### src/rtl/assert_macros.svh
// Assertion helpers used by the RTL.
`ifndef ASSERT_MACROS_SVH
`define ASSERT_MACROS_SVH

// Same-cycle implication, checked on every rising edge outside reset.
`define ASSERT_SAME(lbl, clk, rst, ante, cons) \
  lbl: assert property (@(posedge clk) disable iff (rst) (ante) |-> (cons)) \
    else $error("assertion failed (same cycle)");

// Next-cycle implication, checked on every rising edge outside reset.
`define ASSERT_NEXT(lbl, clk, rst, ante, cons) \
  lbl: assert property (@(posedge clk) disable iff (rst) (ante) |=> (cons)) \
    else $error("assertion failed (next cycle)");

`endif

### src/rtl/i2crs_pkg.sv
`default_nettype none

package i2crs_pkg;

  localparam int unsigned ADDR_W = 7;
  localparam int unsigned BYTE_W = 8;
  localparam int unsigned IN_DATA_W = 32;
  localparam int unsigned OUT_DATA_W = 16;
  localparam logic [BYTE_W-1:0] ACK_WINDOW_RESET = 8'd250;

  typedef enum logic [3:0] {
    PH_IDLE    = 4'd0,
    PH_START_A = 4'd1,
    PH_START_B = 4'd2,
    PH_START_C = 4'd3,
    PH_TX_BIT  = 4'd4,
    PH_TX_HOLD = 4'd5,
    PH_TX_REL  = 4'd6,
    PH_TX_SET  = 4'd7,
    PH_TX_ACK  = 4'd8,
    PH_RX_BIT  = 4'd9,
    PH_RX_RESP = 4'd10,
    PH_STOP_A  = 4'd11,
    PH_STOP_B  = 4'd12,
    PH_MSTOP_A = 4'd13,
    PH_MSTOP_B = 4'd14
  } phase_t;

  typedef enum logic [1:0] {
    STG_ADDR_WR = 2'd0,
    STG_REG     = 2'd1,
    STG_ADDR_RD = 2'd2
  } stage_t;

  typedef struct packed {
    logic                  kind;
    logic                  sda_in;
    logic [ADDR_W-1:0]     device_addr;
    logic [BYTE_W-1:0]     reg_addr;
    logic [BYTE_W-1:0]     read_length;
    logic                  with_register;
  } item_t;

  typedef struct packed {
    logic              scl_out;
    logic              sda_out;
    logic              sda_drive;
    logic              byte_valid;
    logic [BYTE_W-1:0] byte_data;
    logic              last_byte;
    logic              done_res;
    logic              failed;
    logic              busy_res;
  } result_t;

endpackage

`default_nettype wire

### src/rtl/i2c_master_read_sequencer_top.sv
`default_nettype none

// I2C master read sequencer. Every transaction on the input stream advances the
// bus by one timing unit (kind 0, carrying the SDA level sampled during that tick)
// or issues a read command (kind 1), and every input transaction yields exactly
// one result transaction that reports the SCL/SDA levels to drive for that tick,
// any data byte completed on it, and the done/failed/busy status. A command is
// taken only while the bus is idle; in register mode the engine writes the register
// address, issues a stop and a fresh start, then reads read_length bytes, while in
// simple mode it goes straight to the address-read phase. The slave acknowledge is
// awaited for ack_window ticks (a value of zero acts as one), and a missing
// acknowledge ends the transfer with a stop and the failed flag. The design takes
// one item per clock while the result side is not stalled: an input register feeds
// a single pass of sequencer logic whose result lands in an output register, so
// throughput is one transaction per cycle while no stall holds it. A result is
// valid once it has passed the input register and then the output register. A
// stall on the result side holds both registers, and s_axis_tready falls in the
// same cycle once the input register holds a transaction.
// ack_window should only be written while no command is in flight.
module i2c_master_read_sequencer_top (
  input  wire        clk,
  input  wire        rst,
  // Configuration: ack_window.
  input  wire        cfg_we,
  input  wire [7:0]  cfg_wdata,
  // Input stream.
  input  wire        s_axis_tvalid,
  output logic       s_axis_tready,
  // tdata from bit 0: sda_in, device_addr[6:0], reg_addr[7:0], read_length[7:0],
  // with_register, zero fill.
  input  wire [i2crs_pkg::IN_DATA_W-1:0] s_axis_tdata,
  // tuser: kind (0 = tick, 1 = command).
  input  wire        s_axis_tuser,
  // Result stream.
  output logic       m_axis_tvalid,
  input  wire        m_axis_tready,
  // tdata from bit 0: scl_out, sda_out, sda_drive, byte_valid, byte_data[7:0],
  // done_res, failed, busy_res, zero fill.
  output logic [i2crs_pkg::OUT_DATA_W-1:0] m_axis_tdata,
  // tlast: last_byte.
  output logic       m_axis_tlast
);

  logic [i2crs_pkg::BYTE_W-1:0] ack_window;
  logic                         in_valid;
  i2crs_pkg::item_t             in_item;
  i2crs_pkg::item_t             s_item;
  logic                         advance;
  logic                         accept;
  i2crs_pkg::result_t           step_res;
  i2crs_pkg::result_t           out_res;

  always_comb begin
    s_item.kind          = s_axis_tuser;
    s_item.sda_in        = s_axis_tdata[0];
    s_item.device_addr   = s_axis_tdata[7:1];
    s_item.reg_addr      = s_axis_tdata[15:8];
    s_item.read_length   = s_axis_tdata[23:16];
    s_item.with_register = s_axis_tdata[24];
  end

  // The sequencer steps when the input register holds a transaction and the
  // result register is empty or being drained this cycle.
  assign advance       = in_valid && (!m_axis_tvalid || m_axis_tready);
  assign s_axis_tready = !in_valid || advance;
  assign accept        = s_axis_tvalid && s_axis_tready;

  always_ff @(posedge clk) begin
    if (rst) begin
      ack_window <= i2crs_pkg::ACK_WINDOW_RESET;
    end else if (cfg_we) begin
      ack_window <= cfg_wdata;
    end
  end

  always_ff @(posedge clk) begin
    if (rst) begin
      in_valid <= 1'b0;
    end else if (accept) begin
      in_valid <= 1'b1;
    end else if (advance) begin
      in_valid <= 1'b0;
    end
  end

  always_ff @(posedge clk) begin
    if (accept) begin
      in_item <= s_item;
    end
  end

  i2crs_seq u_seq (
    .clk        (clk),
    .rst        (rst),
    .advance    (advance),
    .item       (in_item),
    .ack_window (ack_window),
    .res        (step_res)
  );

  always_ff @(posedge clk) begin
    if (rst) begin
      m_axis_tvalid <= 1'b0;
    end else if (advance) begin
      m_axis_tvalid <= 1'b1;
    end else if (m_axis_tready) begin
      m_axis_tvalid <= 1'b0;
    end
  end

  always_ff @(posedge clk) begin
    if (advance) begin
      out_res <= step_res;
    end
  end

  assign m_axis_tdata = {1'b0, out_res.busy_res, out_res.failed, out_res.done_res,
                         out_res.byte_data, out_res.byte_valid, out_res.sda_drive,
                         out_res.sda_out, out_res.scl_out};
  assign m_axis_tlast = out_res.last_byte;

endmodule

`default_nettype wire

### src/rtl/i2crs_seq.sv
`default_nettype none
`include "assert_macros.svh"

module i2crs_seq (
  input  wire                         clk,
  input  wire                         rst,
  input  wire                         advance,
  input  i2crs_pkg::item_t            item,
  input  wire [i2crs_pkg::BYTE_W-1:0] ack_window,
  output i2crs_pkg::result_t          res
);

  typedef struct packed {
    i2crs_pkg::phase_t              phase;
    logic [2:0]                     phase_timer;
    logic [2:0]                     bit_count;
    logic [i2crs_pkg::BYTE_W-1:0]   shift_reg;
    logic [i2crs_pkg::BYTE_W-1:0]   bytes_left;
    logic [i2crs_pkg::BYTE_W-1:0]   ack_timer;
    logic [i2crs_pkg::ADDR_W-1:0]   saved_addr;
    logic [i2crs_pkg::BYTE_W-1:0]   saved_reg;
    logic                           saved_mode;
    i2crs_pkg::stage_t              send_stage;
    logic                           ack_seen;
  } seq_state_t;

  typedef struct packed {
    logic scl;
    logic sda;
    logic drv;
  } bus_t;

  seq_state_t st, st_next, st_cmd;
  bus_t       bus;

  // Bus levels that a given state drives.
  function automatic bus_t levels(seq_state_t s);
    bus_t b;
    b = '{scl: 1'b1, sda: 1'b1, drv: 1'b0};
    case (s.phase)
      i2crs_pkg::PH_START_A: b.drv = 1'b1;
      i2crs_pkg::PH_START_B: begin
        b.sda = 1'b0;
        b.drv = 1'b1;
      end
      i2crs_pkg::PH_START_C, i2crs_pkg::PH_STOP_A, i2crs_pkg::PH_MSTOP_A: begin
        b = '{scl: 1'b0, sda: 1'b0, drv: 1'b1};
      end
      i2crs_pkg::PH_TX_BIT: begin
        b.scl = (s.phase_timer == 3'd2);
        b.sda = s.shift_reg[~s.bit_count];
        b.drv = 1'b1;
      end
      i2crs_pkg::PH_TX_HOLD: begin
        b.scl = 1'b0;
        b.sda = s.shift_reg[0];
        b.drv = 1'b1;
      end
      i2crs_pkg::PH_TX_REL: b.scl = 1'b0;
      i2crs_pkg::PH_RX_BIT: b.scl = (s.phase_timer == 3'd1);
      i2crs_pkg::PH_RX_RESP: begin
        b.scl = (s.phase_timer == 3'd1);
        b.sda = (s.bytes_left == '0);
        b.drv = 1'b1;
      end
      i2crs_pkg::PH_STOP_B, i2crs_pkg::PH_MSTOP_B: b.drv = 1'b1;
      default: b = '{scl: 1'b1, sda: 1'b1, drv: 1'b0};
    endcase
    return b;
  endfunction

  // Stay until the timer reaches its last count, then move on with a fresh timer.
  function automatic seq_state_t timed(seq_state_t s, logic [2:0] last,
                                       i2crs_pkg::phase_t nxt);
    seq_state_t r;
    r = s;
    if (s.phase_timer >= last) begin
      r.phase = nxt;
      r.phase_timer = '0;
    end else begin
      r.phase_timer = s.phase_timer + 3'd1;
    end
    return r;
  endfunction

  // A command only loads the transaction when the bus is idle.
  always_comb begin
    st_cmd = st;
    if (st.phase == i2crs_pkg::PH_IDLE) begin
      st_cmd.saved_addr  = item.device_addr;
      st_cmd.saved_reg   = item.reg_addr;
      st_cmd.bytes_left  = item.read_length;
      st_cmd.saved_mode  = item.with_register;
      st_cmd.ack_seen    = 1'b0;
      st_cmd.bit_count   = '0;
      st_cmd.ack_timer   = '0;
      st_cmd.send_stage  = item.with_register ? i2crs_pkg::STG_ADDR_WR
                                              : i2crs_pkg::STG_ADDR_RD;
      st_cmd.shift_reg   = {item.device_addr, ~item.with_register};
      st_cmd.phase       = i2crs_pkg::PH_START_A;
      st_cmd.phase_timer = '0;
    end
  end

  always_comb begin
    st_next = st;
    res = '0;
    if (item.kind) begin
      st_next = st_cmd;
      bus = levels(st_cmd);
    end else begin
      bus = levels(st);
      case (st.phase)
        i2crs_pkg::PH_START_A: st_next = timed(st, 3'd4, i2crs_pkg::PH_START_B);
        i2crs_pkg::PH_START_B: st_next = timed(st, 3'd4, i2crs_pkg::PH_START_C);
        i2crs_pkg::PH_START_C: begin
          st_next = timed(st, 3'd4, i2crs_pkg::PH_TX_BIT);
          st_next.bit_count = '0;
        end
        i2crs_pkg::PH_TX_BIT: begin
          if (st.phase_timer < 3'd2) begin
            st_next.phase_timer = st.phase_timer + 3'd1;
          end else if (st.bit_count == 3'd7) begin
            st_next.bit_count = '0;
            st_next.phase = i2crs_pkg::PH_TX_HOLD;
            st_next.phase_timer = '0;
          end else begin
            st_next.bit_count = st.bit_count + 3'd1;
            st_next.phase_timer = '0;
          end
        end
        i2crs_pkg::PH_TX_HOLD: st_next = timed(st, 3'd2, i2crs_pkg::PH_TX_REL);
        i2crs_pkg::PH_TX_REL:  st_next = timed(st, 3'd2, i2crs_pkg::PH_TX_SET);
        i2crs_pkg::PH_TX_SET: begin
          st_next.ack_timer = '0;
          st_next.phase = i2crs_pkg::PH_TX_ACK;
          st_next.phase_timer = '0;
        end
        i2crs_pkg::PH_TX_ACK: begin
          if (!item.sda_in) begin
            st_next.phase_timer = '0;
            case (st.send_stage)
              i2crs_pkg::STG_ADDR_WR: begin
                st_next.send_stage = i2crs_pkg::STG_REG;
                st_next.shift_reg = st.saved_reg;
                st_next.bit_count = '0;
                st_next.phase = i2crs_pkg::PH_TX_BIT;
              end
              i2crs_pkg::STG_REG: begin
                st_next.send_stage = i2crs_pkg::STG_ADDR_RD;
                st_next.phase = i2crs_pkg::PH_MSTOP_A;
              end
              default: begin
                st_next.ack_seen = 1'b1;
                st_next.bit_count = '0;
                st_next.shift_reg = '0;
                st_next.phase = (st.bytes_left == '0) ? i2crs_pkg::PH_STOP_A
                                                      : i2crs_pkg::PH_RX_BIT;
              end
            endcase
          end else begin
            st_next.ack_timer = st.ack_timer + 8'd1;
            if (st_next.ack_timer >= ack_window) begin
              st_next.ack_seen = 1'b0;
              st_next.phase = i2crs_pkg::PH_STOP_A;
              st_next.phase_timer = '0;
            end
          end
        end
        i2crs_pkg::PH_RX_BIT: begin
          if (st.phase_timer == '0) begin
            st_next.phase_timer = 3'd1;
          end else begin
            st_next.shift_reg = {st.shift_reg[i2crs_pkg::BYTE_W-2:0], item.sda_in};
            if (st.bit_count == 3'd7) begin
              res.byte_valid = 1'b1;
              res.byte_data = st_next.shift_reg;
              res.last_byte = (st.bytes_left == 8'd1);
              st_next.bytes_left = st.bytes_left - 8'd1;
              st_next.bit_count = '0;
              st_next.phase = i2crs_pkg::PH_RX_RESP;
              st_next.phase_timer = '0;
            end else begin
              st_next.bit_count = st.bit_count + 3'd1;
              st_next.phase_timer = '0;
            end
          end
        end
        i2crs_pkg::PH_RX_RESP: begin
          if (st.phase_timer == '0) begin
            st_next.phase_timer = 3'd1;
          end else begin
            st_next.shift_reg = '0;
            st_next.bit_count = '0;
            st_next.phase = (st.bytes_left == '0) ? i2crs_pkg::PH_STOP_A
                                                  : i2crs_pkg::PH_RX_BIT;
            st_next.phase_timer = '0;
          end
        end
        i2crs_pkg::PH_STOP_A: st_next = timed(st, 3'd3, i2crs_pkg::PH_STOP_B);
        i2crs_pkg::PH_STOP_B: begin
          st_next = timed(st, 3'd3, i2crs_pkg::PH_IDLE);
          if (st.phase_timer >= 3'd3) begin
            res.done_res = 1'b1;
            res.failed = ~st.ack_seen;
          end
        end
        i2crs_pkg::PH_MSTOP_A: st_next = timed(st, 3'd3, i2crs_pkg::PH_MSTOP_B);
        i2crs_pkg::PH_MSTOP_B: begin
          st_next = timed(st, 3'd3, i2crs_pkg::PH_START_A);
          if (st.phase_timer >= 3'd3) begin
            st_next.shift_reg = {st.saved_addr, 1'b1};
          end
        end
        default: begin
          st_next.phase = i2crs_pkg::PH_IDLE;
          st_next.phase_timer = '0;
        end
      endcase
    end
    res.scl_out = bus.scl;
    res.sda_out = bus.sda;
    res.sda_drive = bus.drv;
    res.busy_res = (st_next.phase != i2crs_pkg::PH_IDLE);
  end

  always_ff @(posedge clk) begin
    if (rst) begin
      st <= '0;
    end else if (advance) begin
      st <= st_next;
    end
  end

  `ASSERT_NEXT(a_byte_then_answer, clk, rst, advance && res.byte_valid, st.phase == i2crs_pkg::PH_RX_RESP)
  `ASSERT_NEXT(a_done_then_idle, clk, rst, advance && res.done_res, st.phase == i2crs_pkg::PH_IDLE)
  `ASSERT_SAME(a_idle_timer_clear, clk, rst, st.phase == i2crs_pkg::PH_IDLE, st.phase_timer == '0)
  `ASSERT_SAME(a_release_on_ack, clk, rst, st.phase == i2crs_pkg::PH_TX_ACK && !item.kind, !res.sda_drive && res.scl_out)

endmodule

`default_nettype wire
### config.mk
export PLATFORM = sky130hd
export DESIGN_NAME = i2c_master_read_sequencer_top
export DESIGN_NICKNAME = d
export VERILOG_FILES = /design/src/rtl/i2crs_pkg.sv /design/src/rtl/i2c_master_read_sequencer_top.sv /design/src/rtl/i2crs_seq.sv
export VERILOG_INCLUDE_DIRS = /design/src /design/src/rtl
export SDC_FILE = /design/constraint.sdc
export NUM_CORES = 1
export LEC_CHECK = 0
export ABC_AREA = 1
export ABC_CLOCK_PERIOD_IN_PS = 3300
export BUFFER_PORTS_ARGS = -buffer_cell sky130_fd_sc_hd__buf_2
export CORE_UTILIZATION = 35
export DETAILED_ROUTE_END_ITERATION = 12
export PLACE_DENSITY = 0.52
export RECOVER_POWER = 100
export SYNTH_ARGS = -nofsm -noshare
export SYNTH_HDL_FRONTEND = slang
export SYNTH_HIERARCHICAL = 1
export SYNTH_SLANG_ARGS = --single-unit
### constraint.sdc
create_clock -name clk -period 3.3 [get_ports clk]
set_clock_uncertainty 0.15 [all_clocks]
set_input_delay 0 -clock clk [delete_from_list [all_inputs] [get_ports clk]]
set_output_delay 0 -clock clk [all_outputs]
set_load 0.05 [all_outputs]
== After elaboration in Yosys (flattened, before gate mapping) ==
Index checks and enable logic that the tools add are counted.
Word-level totals
  register bits: 105
  input port bits: 46
  output and inout bits: 19
  ROM bits: 0
  memory bits (writable): 0
  bits in latches: 0
  logic and storage cells: 200
  memories: 0
Cells by class
  multipliers: 0
  equal/unequal tests: 46
  multiplexer cells: 64
  shift-type cells: 0
  reduce and logical (&&, ||, !) cells: 42
  bitwise logic cells: 8
  $lt $le $gt $ge: 7
  divide/modulo/power cells: 0
  $add $sub $neg: 4
Operators by type and width (count)
  $mux 53: 2
  $pmux 7 s14: 1
  $mux 4: 14
  $eq 4x4->1 const B: 13
  $mux 8: 4
  $pmux 8 s4: 1
  $eq 4x3->1 const B: 7
  $mux 3: 8
  $mux 11: 2
  $pmux 11 s2: 1
  $reduce_or 10->1: 2
  $mux 19: 1
  $ne 3x3->1 const B: 6
  $eq 4x2->1 const B: 4
  $logic_not 8->1: 2
  $pmux 8 s2: 1
  $pmux 3 s5: 1
  $mux 7: 2
  $reduce_and 7->1: 2
  $mux 1: 13
  $reduce_or 4->1: 3
  $mux 10: 1
  $reduce_and 5->1: 2
  $reduce_bool 2->1: 5
  other kinds (43): 73

== Depth between registers and ports, before layout ==
Gate-level depths: netlist (run 1).
  word-level depth: 7
  mapped depth: 17
  mapped depth without buffers: 17

== Modules after synthesis ==
Netlist (run 1), hierarchy kept.
Modules (own cells, without submodules)
  i2crs_seq: area each 4056.4 µm², sequential area each 1041.0 µm², times used 1, cells each 651
  i2c_master_read_sequencer_top: area each 1634.1 µm², sequential area each 1461.4 µm², times used 1, cells each 91

== Worst setup path after synthesis (run 1) ==
OpenSTA, ideal clock, no wires.
  kind: reg2reg
  from: register m_axis_tvalid
  to: register u_seq/st[29] (netlist name)
  buffers on the path: 1
  slack: 0.150 ns
  arrival time: 2.868 ns
  clock period less this slack: 3.150 ns
  library setup time: 0.132 ns
  required time: 3.018 ns
  cell stages (with the launch flop): 8
  path through: dfxtp_1 > a21oi_1 > inv_1 > nor3_1 > o21ai_1 > buf_4 > o21ai_0 > a21oi_1
Between the ends
  longest elaborated chain between the ends: 4
Ends and longest elaborated chain
  start, declared: RTL line i2c_master_read_sequencer_top.sv:35  | output logic m_axis_tvalid,
  start signal, assigned: RTL line i2c_master_read_sequencer_top.sv:103  | m_axis_tvalid <= 1'b0;
  start signal, assigned: RTL line i2c_master_read_sequencer_top.sv:105  | m_axis_tvalid <= 1'b1;
  start signal, assigned: RTL line i2c_master_read_sequencer_top.sv:107  | m_axis_tvalid <= 1'b0;
  $logic_not 1->1: RTL line i2c_master_read_sequencer_top.sv:64  | assign advance = in_valid && (!m_axis_tvalid || m_axis_tready);
  $logic_or 1x1->1: RTL line i2c_master_read_sequencer_top.sv:64
  $logic_and 1x1->1: RTL line i2c_master_read_sequencer_top.sv:64
  net advance: RTL line i2c_master_read_sequencer_top.sv:48  | logic advance;
  $reduce_and 4->1 (no source line)
  end signal, assigned: RTL line i2crs_seq.sv:231  | st <= st_next;
  end, declared: RTL line i2crs_seq.sv:33  | seq_state_t st, st_next, st_cmd;
The timed path passes the listed nets, and every way through them passes these cells.
A chain may end at the register's enable or synchronous reset.

== Worst setup path after layout (run 1) ==
  from: register in_valid
  to: register u_seq/st[35] (netlist name)
Between the ends
  longest elaborated chain between the ends: 2
Ends and longest elaborated chain
  start, declared: RTL line i2c_master_read_sequencer_top.sv:45  | logic in_valid;
  start signal, assigned: RTL line i2c_master_read_sequencer_top.sv:78  | in_valid <= 1'b0;
  start signal, assigned: RTL line i2c_master_read_sequencer_top.sv:80  | in_valid <= 1'b1;
  start signal, assigned: RTL line i2c_master_read_sequencer_top.sv:82  | in_valid <= 1'b0;
  $logic_and 1x1->1: RTL line i2c_master_read_sequencer_top.sv:64
  net advance: RTL line i2c_master_read_sequencer_top.sv:48
  $reduce_and 7->1 (no source line)
The timed path passes the listed nets, and every way through them passes these cells.

==> results of run 1 <==
synthesized netlist by cell type (2+ instances only):
library cell and number:
inv_4 2, nor2_1 89, nor2_2 4, a211oi_1 11
xor2_1 7, nand2_2 7, ha_1 18, o21ai_1 9
nand4_1 4, buf_6 4, dfxtp_1 62, inv_1 98
o211ai_1 9, a21oi_1 62, inv_2 7, nand3_1 38
nor3_1 14, nand2_1 140, o21ai_0 53, o22ai_1 9
nor2_4 5, buf_2 4, edfxtp_1 42, nand2_4 2
buf_4 3, clkbuf_1 14, a31oi_1 2, nand3b_1 3
report_power, final:
| group | internal [W] | total [W] | leakage, nW | switching [W] |
|---|---|---|---|---|
| clock | 0.000530 | 0.00107 | 0.145 | 0.000541 |
| sequential | 0.00140 | 0.00144 | 0.918 | 0.0000413 |
| combinational | 0.000166 | 0.000464 | 1.84 | 0.000298 |
layer usage:
| metal | vias up | part of all wire (%) |
|---|---|---|
| li1 | 2659 | - |
| met1 | 2387 | 47 |
| met3 | 23 | 4.3 |
| met4 | 0 | 2.0 |
| met2 | 123 | 47 |
| met5 | - | 0 |
stage by stage:
stage,instance area (um^2),hold slack (ns),setup slack (ns),util [%]
3_3_place_gp,6153,0.02628,0.5393,38.74
4_1_cts,6977,0.02589,0.5061,43.92
2_1_floorplan,5690,-0.08093,0.1496,-
3_5_place_dp,6153,0.02811,0.5327,38.74
6_report,6909,0.01845,0.4165,43.49
5_1_grt,6909,0.09558,0.1303,43.49
placed cells by master (no fill, tap or decap), drive strengths merged:
cell type,instances
a211oi,11
a21boi,1
a21o,1
a21oi,63
a31o,1
a31oi,2
and2,1
buf,42
clkbuf,30
clkinv,5
conb,1
dfxtp,62
dlygate4sd3,53
edfxtp,42
ha,18
inv,109
mux2i,1
nand2,149
nand3,38
nand3b,3
nand4,4
nor2,99
nor3,15
nor4,1
o2111a,1
o2111ai,1
o211ai,9
o21ai,63
o21bai,1
o221ai,1
o22a,1
o22ai,9
o311ai,1
o31ai,1
or2,1
xor2,7
worst max-delay path: cells and delay by family, from the launching register on:
family	cells	cell delay [ns]
flops	1	0.34
simple gates	4	0.57
buf+inv	3	1.18
compound gates	3	0.51
worst paths after layout:
path               start           end  slack [ns]  cells past startpoint
max             in_valid  u_seq/st[35]        0.42                     10
min                  rst  u_seq/st[47]        0.02                      2
max reg2reg     in_valid  u_seq/st[35]        0.42                     10
min reg2reg  u_seq/st[5]   u_seq/st[5]        0.30                      2
logic make-up (layout without fill, tap and decap cells):
family / count (synthesis) / after routing
compound gates: 167 / 167
simple gates: 311 / 311
other cells: 1 / 1
mux: 1 / 1
xor+xnor: 7 / 7
fa+ha+maj: 18 / 18
buf+inv: 133 / 239
flops: 104 / 104
cell type report:
type                       count  area share, %
clock buffer                   9          3.260
clock inverter                 7         0.9779
multi-input combinational    505          37.72
timing repair buffer         116          12.02
inverter                     107          5.886
sequential                   104          36.22
tap                          216          3.912
what timing repair did:
action,4_1_cts,5_1_grt
hold buffers,53,0
endpoints found under the hold margin,36,0
buffers inserted,0,0
registers in the layout, indices dropped and copies added, names as in the netlist:
| name | count |
|---|---|
| m_axis_tlast | 1 |
| in_valid | 1 |
| u_seq/st | 52 |
| m_axis_tdata | 15 |
| m_axis_tvalid | 1 |
| ack_window | 8 |
| in_item | 26 |
==> results.cfg, run 1 <==
[critical_path]
worstSetupPathType = reg2reg
launching_element_type_of_the_critical_path = flop
arrival_ns = 2.97
critPathMaxStageDelay_ns = 1.00
critical-path-slowest-cell = clkbuf_1
endpoint_kind = flop
worst-endpoint-required_ns = 3.38
crit_path_cell_trace = inv_1 > a21oi_1 > clkbuf_1 > o21ai_0 > nor2_1 > nand2_4 > inv_4 > nand2_1 > o21ai_0 > nor2_1
critical_path_peak_fanout = 22

[yosys]
ys_seq_area_share_pct = 43.98
synthesis.nets = 806
synth.distinct_cells = 48
post_synth_instance_area_mm2 = 0.005690
synthAdderAreaFrac_pct = 3.958
number_of_flops_mapped_to_enable_cells_by_yosys = 42
synthCells = 742
ys_seq_elements = 104
syn_area_per_cell_um2 = 7.669
synth_top_area_share_pct = 22.16
ys_top_cells_by_area = edfxtp_1 22%, dfxtp_1 22%, nand2_1 9.2%
synth_compound_gate_area_share_pct = 17.00
asyncSetResetFlopFracSynth_pct = 0
synth_top_family_by_area = simple AND/OR/NAND/NOR gates
postSynth.topFlopCell = dfxtp_1
muxShareOfSynthArea_pct = 0.1759
synth.yosys.warnings = 6
synth_simple_gate_area_share_pct = 24.08
yosys.area_share.xor_xnor_pct = 1.077
yosysTopAreaCell = edfxtp_1

[placement]
portBuffers = 56
detailedPlacementHpwl_um = 10440
final_wtd_congestion = 0.8673
placedCellCount = 995

[clocking]
cts_clock_pin_slew_for_the_worst_setup_and_hold_paths_ns = 0.08
clock_sink_count = 104
h-tree-depth = 3
cts_buffers = 9
clockBufferDepth = 2
insertion_delay_ns = 0.37
cts_tree = done
cts-resized-gates = 0
clockRootBuffer = clkbuf_16

[grt]
antenna_found_initial = 0
grt_first_pass_wirelength_um = 24180
met2_grt_util_pct = 30.71
use_met3_pct = 4.005
largest_net_degree_at_the_start_of_global_routing = 32
gr-usage-all-layers_pct = 18.87
grt-busiest-layer = met2
via_count_of_the_first_global_routing_pass = 4782
grt-ovfl-total = 0
grt_util_met1_pct = 24.31

[timing]
maxSlewHeadroom_pct = 12.15
ratio_of_final_minimum_period_to_clock_period_pct = 87.38
timing_worst_slew_pin_value_ns = 1.318
final-hold-violation-count = 0
fin_tns_setup_ns = 0
setup-violations-final = 0
slew_viol_final = 0
timing.fmax_mhz = 346.8
rsz0062_at_grt = false
finalCriticalPeriod_ns = 2.884

[min_path]
hp-class = in2reg

[final_layout]
final_nets = 907
regArea_mm2 = 0.002502
layoutNonFillerInstCount = 1064
area_of_the_multi_input_gates_mm2 = 0.002606
antenna_cells_inserted = 0
num-fill-cells = 1654
drive_above_1_share_pct = 10.26
areaGrowthSynthToFinish_pct = 21.42

[routing]
viasPerCell = 4.880
wirelength_per_cell_um = 14.05
drt_iter0_drc = 329
routed_wl_um = 14950
vias = 5192
remaining_drc_errors = 0
antenna_left = 0
detailedRoute.firstPassIterationCount = 5

[floorplanning]
ioPinCount = 65
placementRows = 46
die_height_um = 129.5
die_area_mm2 = 0.01677
core_region_area_mm2 = 0.01589
die_width_um = 129.5
initial_utilization_pct = 35.82

[power_and_ir_drop]
p_leak_nw = 2.904
max-vdd-ir-drop_v = 0.0003657
total_power_w = 0.002975
power.density_mw_per_mm2 = 430.5

[job]
cap_violations = 0

[outcome]
run_status = finished clean
Power figures use the tool's default switching activity.
==> run 2, diff against run 1 <==
--- a/config.mk
+++ b/config.mk
@@ -10,9 +10,12 @@
 export ABC_CLOCK_PERIOD_IN_PS = 3300
 export BUFFER_PORTS_ARGS = -buffer_cell sky130_fd_sc_hd__buf_2
 export CORE_UTILIZATION = 35
+export CTS_BUF_LIST = sky130_fd_sc_hd__clkbuf_8
 export DETAILED_ROUTE_END_ITERATION = 12
+export GPL_ROUTABILITY_DRIVEN = 0
 export PLACE_DENSITY = 0.52
 export RECOVER_POWER = 100
+export SKIP_LAST_GASP = 1
 export SYNTH_ARGS = -nofsm -noshare
 export SYNTH_HDL_FRONTEND = slang
 export SYNTH_HIERARCHICAL = 1
==> run 2 against run 1 <==
The run now ends with capacitance limit, slew limit left. Sequential share of layout area rose by 0.28 points. Critical path depth fell by 3. Power fell by 5.0%. Design area fell by 0.76%. Via count rose by 0.56%. Clock power fell by 14%. Combinational power barely moved. Utilization fell by 0.33 points. Count of clock-buffer cells in the layout rose by 1. Highest routed layer unchanged.
==> results.cfg, run 2 (synthesis results as in run 1) <==
[critical_path]
critPathMaxStageDelay_ns = 1.20
endpoint_kind = flop
launching_element_type_of_the_critical_path = flop
worst-path-buf-inv = 2
regToRegStartpoint = u_seq/st[50]
worst-endpoint-required_ns = 3.35
worstSetupPathType = reg2reg
timing.critical_path.max_delay_family = compound AO/OA/AOI/OAI gates
critical-path-slowest-cell = o21ai_0
critical_path_peak_fanout = 15
crit_path_cell_trace = inv_4 > nand2_2 > nor2_2 > o21ai_0 > inv_1 > o211ai_1 > a21oi_1
arrival_ns = 2.94
timing.critical_path.from = u_seq/st[50]

[clocking]
clockRootBuffer = clkbuf_8
cts_clock_pin_slew_for_the_worst_setup_and_hold_paths_ns = 0.12
cts_buffers = 9
h-tree-depth = 3
cts_tree = done
cts_post_setup_buffers_inserted = 0
insertion_delay_ns = 0.39
cts-resized-gates = 0
holdBufCountCts = 54
clock_sink_count = 104
clockBufferDepth = 2

[timing]
rsz0062_at_grt = false
timing.fmax_mhz = 347.0
maxSlewHeadroom_pct = -7.620
ratio_of_final_minimum_period_to_clock_period_pct = 87.34
timing_worst_slew_pin_value_ns = 1.614
fin_tns_setup_ns = 0
final-hold-violation-count = 0
finalCriticalPeriod_ns = 2.882
setup-violations-final = 0
slew_viol_final = 48

[job]
cap_violations = 2

[routing]
detailedRoute.firstPassIterationCount = 5
drt_iter0_drc = 410
wirelength_per_cell_um = 13.66
met3_length_um = 749
viasPerCell = 4.907
max_layer_used = met4
wirelength_met1_um = 6732
routed_wire_length_on_met2_um = 6645
vias = 5221
antenna_left = 0
routed_wl_um = 14540
remaining_drc_errors = 0

[placement]
portBuffers = 56
placedCellCount = 994
detailedPlacementHpwl_um = 10120

[power_and_ir_drop]
p_leak_nw = 2.874
power.density_mw_per_mm2 = 412.2
max-vdd-ir-drop_v = 0.0003030

[grt]
gr-usage-all-layers_pct = 18.37
grt_first_pass_wirelength_um = 24050
antenna_found_initial = 0
largest_net_degree_at_the_start_of_global_routing = 32
grt-ovfl-total = 0
via_count_of_the_first_global_routing_pass = 4999

[final_layout]
largest-register = u_seq/st
layoutNonFillerInstCount = 1064
leading_cell_type_in_the_layout_fill_and_taps_excluded = nand2_1
finish.utilization_pct = 43.16
antenna_cells_inserted = 0
highest_count_cells_in_the_layout_ignoring_fill_and_taps = 143 x nand2_1, 100 x inv_1, 92 x nor2_1
largest_register_ffs = 52
areaGrowthSynthToFinish_pct = 20.49
final_nets = 907
drive_above_1_share_pct = 9.906

[floorplanning]
core_region_area_mm2 = 0.01589
placementRows = 46
die_area_mm2 = 0.01677
initial_utilization_pct = 35.82
die_width_um = 129.5
ioPinCount = 65
die_height_um = 129.5

[min_path]
hp-class = in2reg
worst_hold_startpoint = s_axis_tdata[0]

[outcome]
run_status = complete, but fails checks
failed_checks = capacitance limit, slew limit
[run 2: cell types whose count changed in the layout (fill, tap and decap cells not counted), sizes merged]
cell	change
buf	+1
clkinvlp	+1
bufinv	+2
clkbuf	-1
dlygate4sd3	+1
clkinv	-4
[run 2: report_power, final]
group          internal (W)  total (W)  switching, W
sequential          0.00140    0.00144     0.0000400
combinational      0.000167   0.000466      0.000298
clock              0.000453   0.000922      0.000469
total               0.00202    0.00283      0.000808
[run 2: worst paths after layout]
kind,endpoint,cells past startpoint,slack (ns)
max reg2reg,u_seq/st[29],7,0.42
min,in_item[24],2,0.16
min reg2reg,u_seq/st[5],2,0.31
max,u_seq/st[29],7,0.42
[run 2: per-layer routing]
metal  vias to the layer above  global-route usage [%]
met1                      2395                   23.93
li1                       2649                       -
met5                         -                       0
met4                         0                   8.892
met3                        32                   2.766
met2                       145                   29.89
[run 2: cell type report]
cell class	count	area [um^2]
repair buffers	116	842.1
fillers	1663	9029
multi-input cells	505	2608
clock inverters	6	90.09
clock buffers	10	137.6
flip-flops and latches	104	2502
inverters	107	406.6
well taps	216	270.3
[run 2: stage by stage]
step | cell area, um^2 | hold WS, ns | power (W) | setup slack (ns)
floorplan | 5690 | -0.08093 | 0.001770 | 0.1496
global placement | 6146 | 0.02647 | 0.001880 | 0.5976
detailed placement | 6146 | 0.02809 | 0.001886 | 0.5561
CTS | 6914 | 0.1415 | 0.002857 | 0.5525
global route | 6857 | 0.1527 | 0.002949 | 0.1453
finish | 6857 | 0.1649 | 0.002826 | 0.4179
[run 2: worst register-to-register path: stages, from the launching register on]
cell and delay, ns:
dfxtp_1 0.62, inv_4 0.11, nand2_2 0.13, nor2_2 0.08, o21ai_0 1.20, inv_1 0.17, o211ai_1 0.15, a21oi_1 0.08
==> run 3, diff against run 2 <==
--- a/config.mk
+++ b/config.mk
@@ -9,6 +9,7 @@
 export ABC_AREA = 1
 export ABC_CLOCK_PERIOD_IN_PS = 3300
 export BUFFER_PORTS_ARGS = -buffer_cell sky130_fd_sc_hd__buf_2
+export CORE_ASPECT_RATIO = 0.5
 export CORE_UTILIZATION = 35
 export CTS_BUF_LIST = sky130_fd_sc_hd__clkbuf_8
 export DETAILED_ROUTE_END_ITERATION = 12
==> run 3 against run 2 <==
The run still ends with capacitance limit, slew limit left. Count of clock-buffer cells in the layout fell by 1. Design area fell by 0.15%. Die area rose by 0.18%. Routed wire length rose by 4.3%. Critical path type unchanged. Largest cell class unchanged.
==> results.cfg, run 3 (synthesis results as in run 1) <==
[routing]
viasPerCell = 4.880
routed_wl_um = 15160
wirelength_per_cell_um = 14.19
remaining_drc_errors = 0
antenna_left = 0
detailedRoute.firstPassIterationCount = 4
drt_iter0_drc = 375
vias = 5212

[critical_path]
reg2reg_slack_ns = 0.28
crit_path_end = u_seq/st[40]
worstSetupPathType = reg2reg
arrival_ns = 3.14
worstRegToRegCells = 8
endpoint_kind = flop
timing.critical_path.from = in_valid
regToRegStartpoint = in_valid
critical_path_peak_fanout = 22
worst-endpoint-required_ns = 3.42
launching_element_type_of_the_critical_path = flop
reg2reg_to = u_seq/st[40]

[clocking]
cts_post_setup_buffers_inserted = 0
clockRootBuffer = clkbuf_8
cts_clock_pin_slew_for_the_worst_setup_and_hold_paths_ns = 0.12
insertion_delay_ns = 0.39
cts_tree = done
cts_buffers = 9
clock_sink_count = 104
clockBufferDepth = 2
h-tree-depth = 3

[min_path]
hp-class = in2reg

[grt]
antenna_found_initial = 0
grt-ovfl-total = 0
grt_first_pass_wirelength_um = 24870
largest_net_degree_at_the_start_of_global_routing = 32
via_count_of_the_first_global_routing_pass = 4800
gr-usage-all-layers_pct = 18.93

[final_layout]
finish.utilization_pct = 43.73
drive_above_1_share_pct = 9.799
num-fill-cells = 1624
leading_cell_type_in_the_layout_fill_and_taps_excluded = nand2_1
areaGrowthSynthToFinish_pct = 20.32
final_cell_area_mm2 = 0.006847
highest_count_cells_in_the_layout_ignoring_fill_and_taps = 141 x nand2_1, 99 x inv_1, 93 x nor2_1
antenna_cells_inserted = 0
final_nets = 906
largest_register_ffs = 52
largest-register = u_seq/st

[power_and_ir_drop]
power.switching_fraction_pct = 30.60
net-switching-power_w = 0.0008550
power.sequential.fraction_pct = 51.6
clkPwrFrac_pct = 31.7
power.density_mw_per_mm2 = 408.1
pwr-share-comb_pct = 16.7
power.internal_w = 0.001939
p_leak_nw = 2.860
max-vdd-ir-drop_v = 0.0001937

[placement]
portBuffers = 56
detailed_place.area_mm2 = 0.006145
detailedPlacementHpwl_um = 10610

[timing]
maxSlewHeadroom_pct = -12.38
finalCriticalPeriod_ns = 3.015
ratio_of_final_minimum_period_to_clock_period_pct = 91.37
fin_tns_setup_ns = 0
timing_worst_slew_pin_value_ns = 1.686
final-hold-violation-count = 0
rsz0062_at_grt = false
slew_viol_final = 32
timing.fmax_mhz = 331.7
setup-violations-final = 0

[floorplanning]
die_height_um = 92.16
die_area_mm2 = 0.01680
initial_utilization_pct = 36.35
ioPinCount = 65
placementRows = 32
die_width_um = 182.3
core_region_area_mm2 = 0.01566

[outcome]
run_status = complete, but fails checks
failed_checks = capacitance limit, slew limit

[job]
cap_violations = 1
-- run 3: cell type report --
type	count	area, um^2	area share, %
sequential	104	2502	36.55
clock inverter	7	95.09	1.389
tap	221	276.5	4.039
inverter	107	406.6	5.939
multi-input combinational	505	2614	38.18
timing repair buffer	115	828.3	12.10
clock buffer	9	123.9	1.809
-- run 3: through the flow --
stage	power, W	setup WS [ns]	instances	hold WS (ns)
after global placement	0.001888	0.4544	998	0.02654
after CTS	0.002826	0.3986	1068	0.1373
after floorplan	0.001770	0.1496	742	-0.08093
final	0.002794	0.2848	1068	0.1568
after global routing	0.002941	0.03659	1068	0.1416
after detailed placement	0.001888	0.4354	998	0.02812
-- run 3: worst max-delay path, cell delays in order (launching register included) --
cell and delay (ns):
dfxtp_1 0.35, inv_1 0.06, a21oi_2 0.25, clkbuf_1 1.01
o21ai_0 0.22, nor2_1 0.31, nand2_4 0.16, nor3_1 0.31
nor2_1 0.08
-- run 3: power groups by stage --
| stage | registers, W | clock network [W] | logic, W |
|---|---|---|---|
| after CTS | 0.00144 | 0.000915 | 0.000469 |
| after floorplan | 0.00148 | 0 | 0.000294 |
| final | 0.00144 | 0.000887 | 0.000466 |
| after detailed placement | 0.00147 | 0 | 0.000417 |
| after global placement | 0.00147 | 0 | 0.000417 |
| after global routing | 0.00145 | 0.000973 | 0.000518 |
-- run 3: worst min path at each step --
stage                                start           to  slack (ns)  cells past startpoint
after floorplan                        rst     in_valid       -0.08                      1
after global placement    s_axis_tdata[24]   in_item[0]        0.03                      1
after detailed placement  s_axis_tdata[19]   in_item[4]        0.03                      1
after CTS                 s_axis_tdata[10]  in_item[11]        0.14                      2
after global routing       s_axis_tdata[4]  in_item[20]        0.14                      2
final                     s_axis_tdata[10]  in_item[11]        0.16                      2
-- run 3: repair_timing --
action / 4_1_cts / 5_1_grt
hold endpoints to repair: 38 / 0
hold buffers: 54 / 0
resized for setup: 0 / 0
-- run 3: per-layer routing --
layer,part of all wire [%],wire (um),GRT usage (%),vias to the layer above
met2,40,6098,28.19,120
li1,-,-,-,2655
met1,54,8228,28.13,2421
met4,1.2,189,4.762,0
met3,4.3,645,3.098,16
met5,0,0,0,-
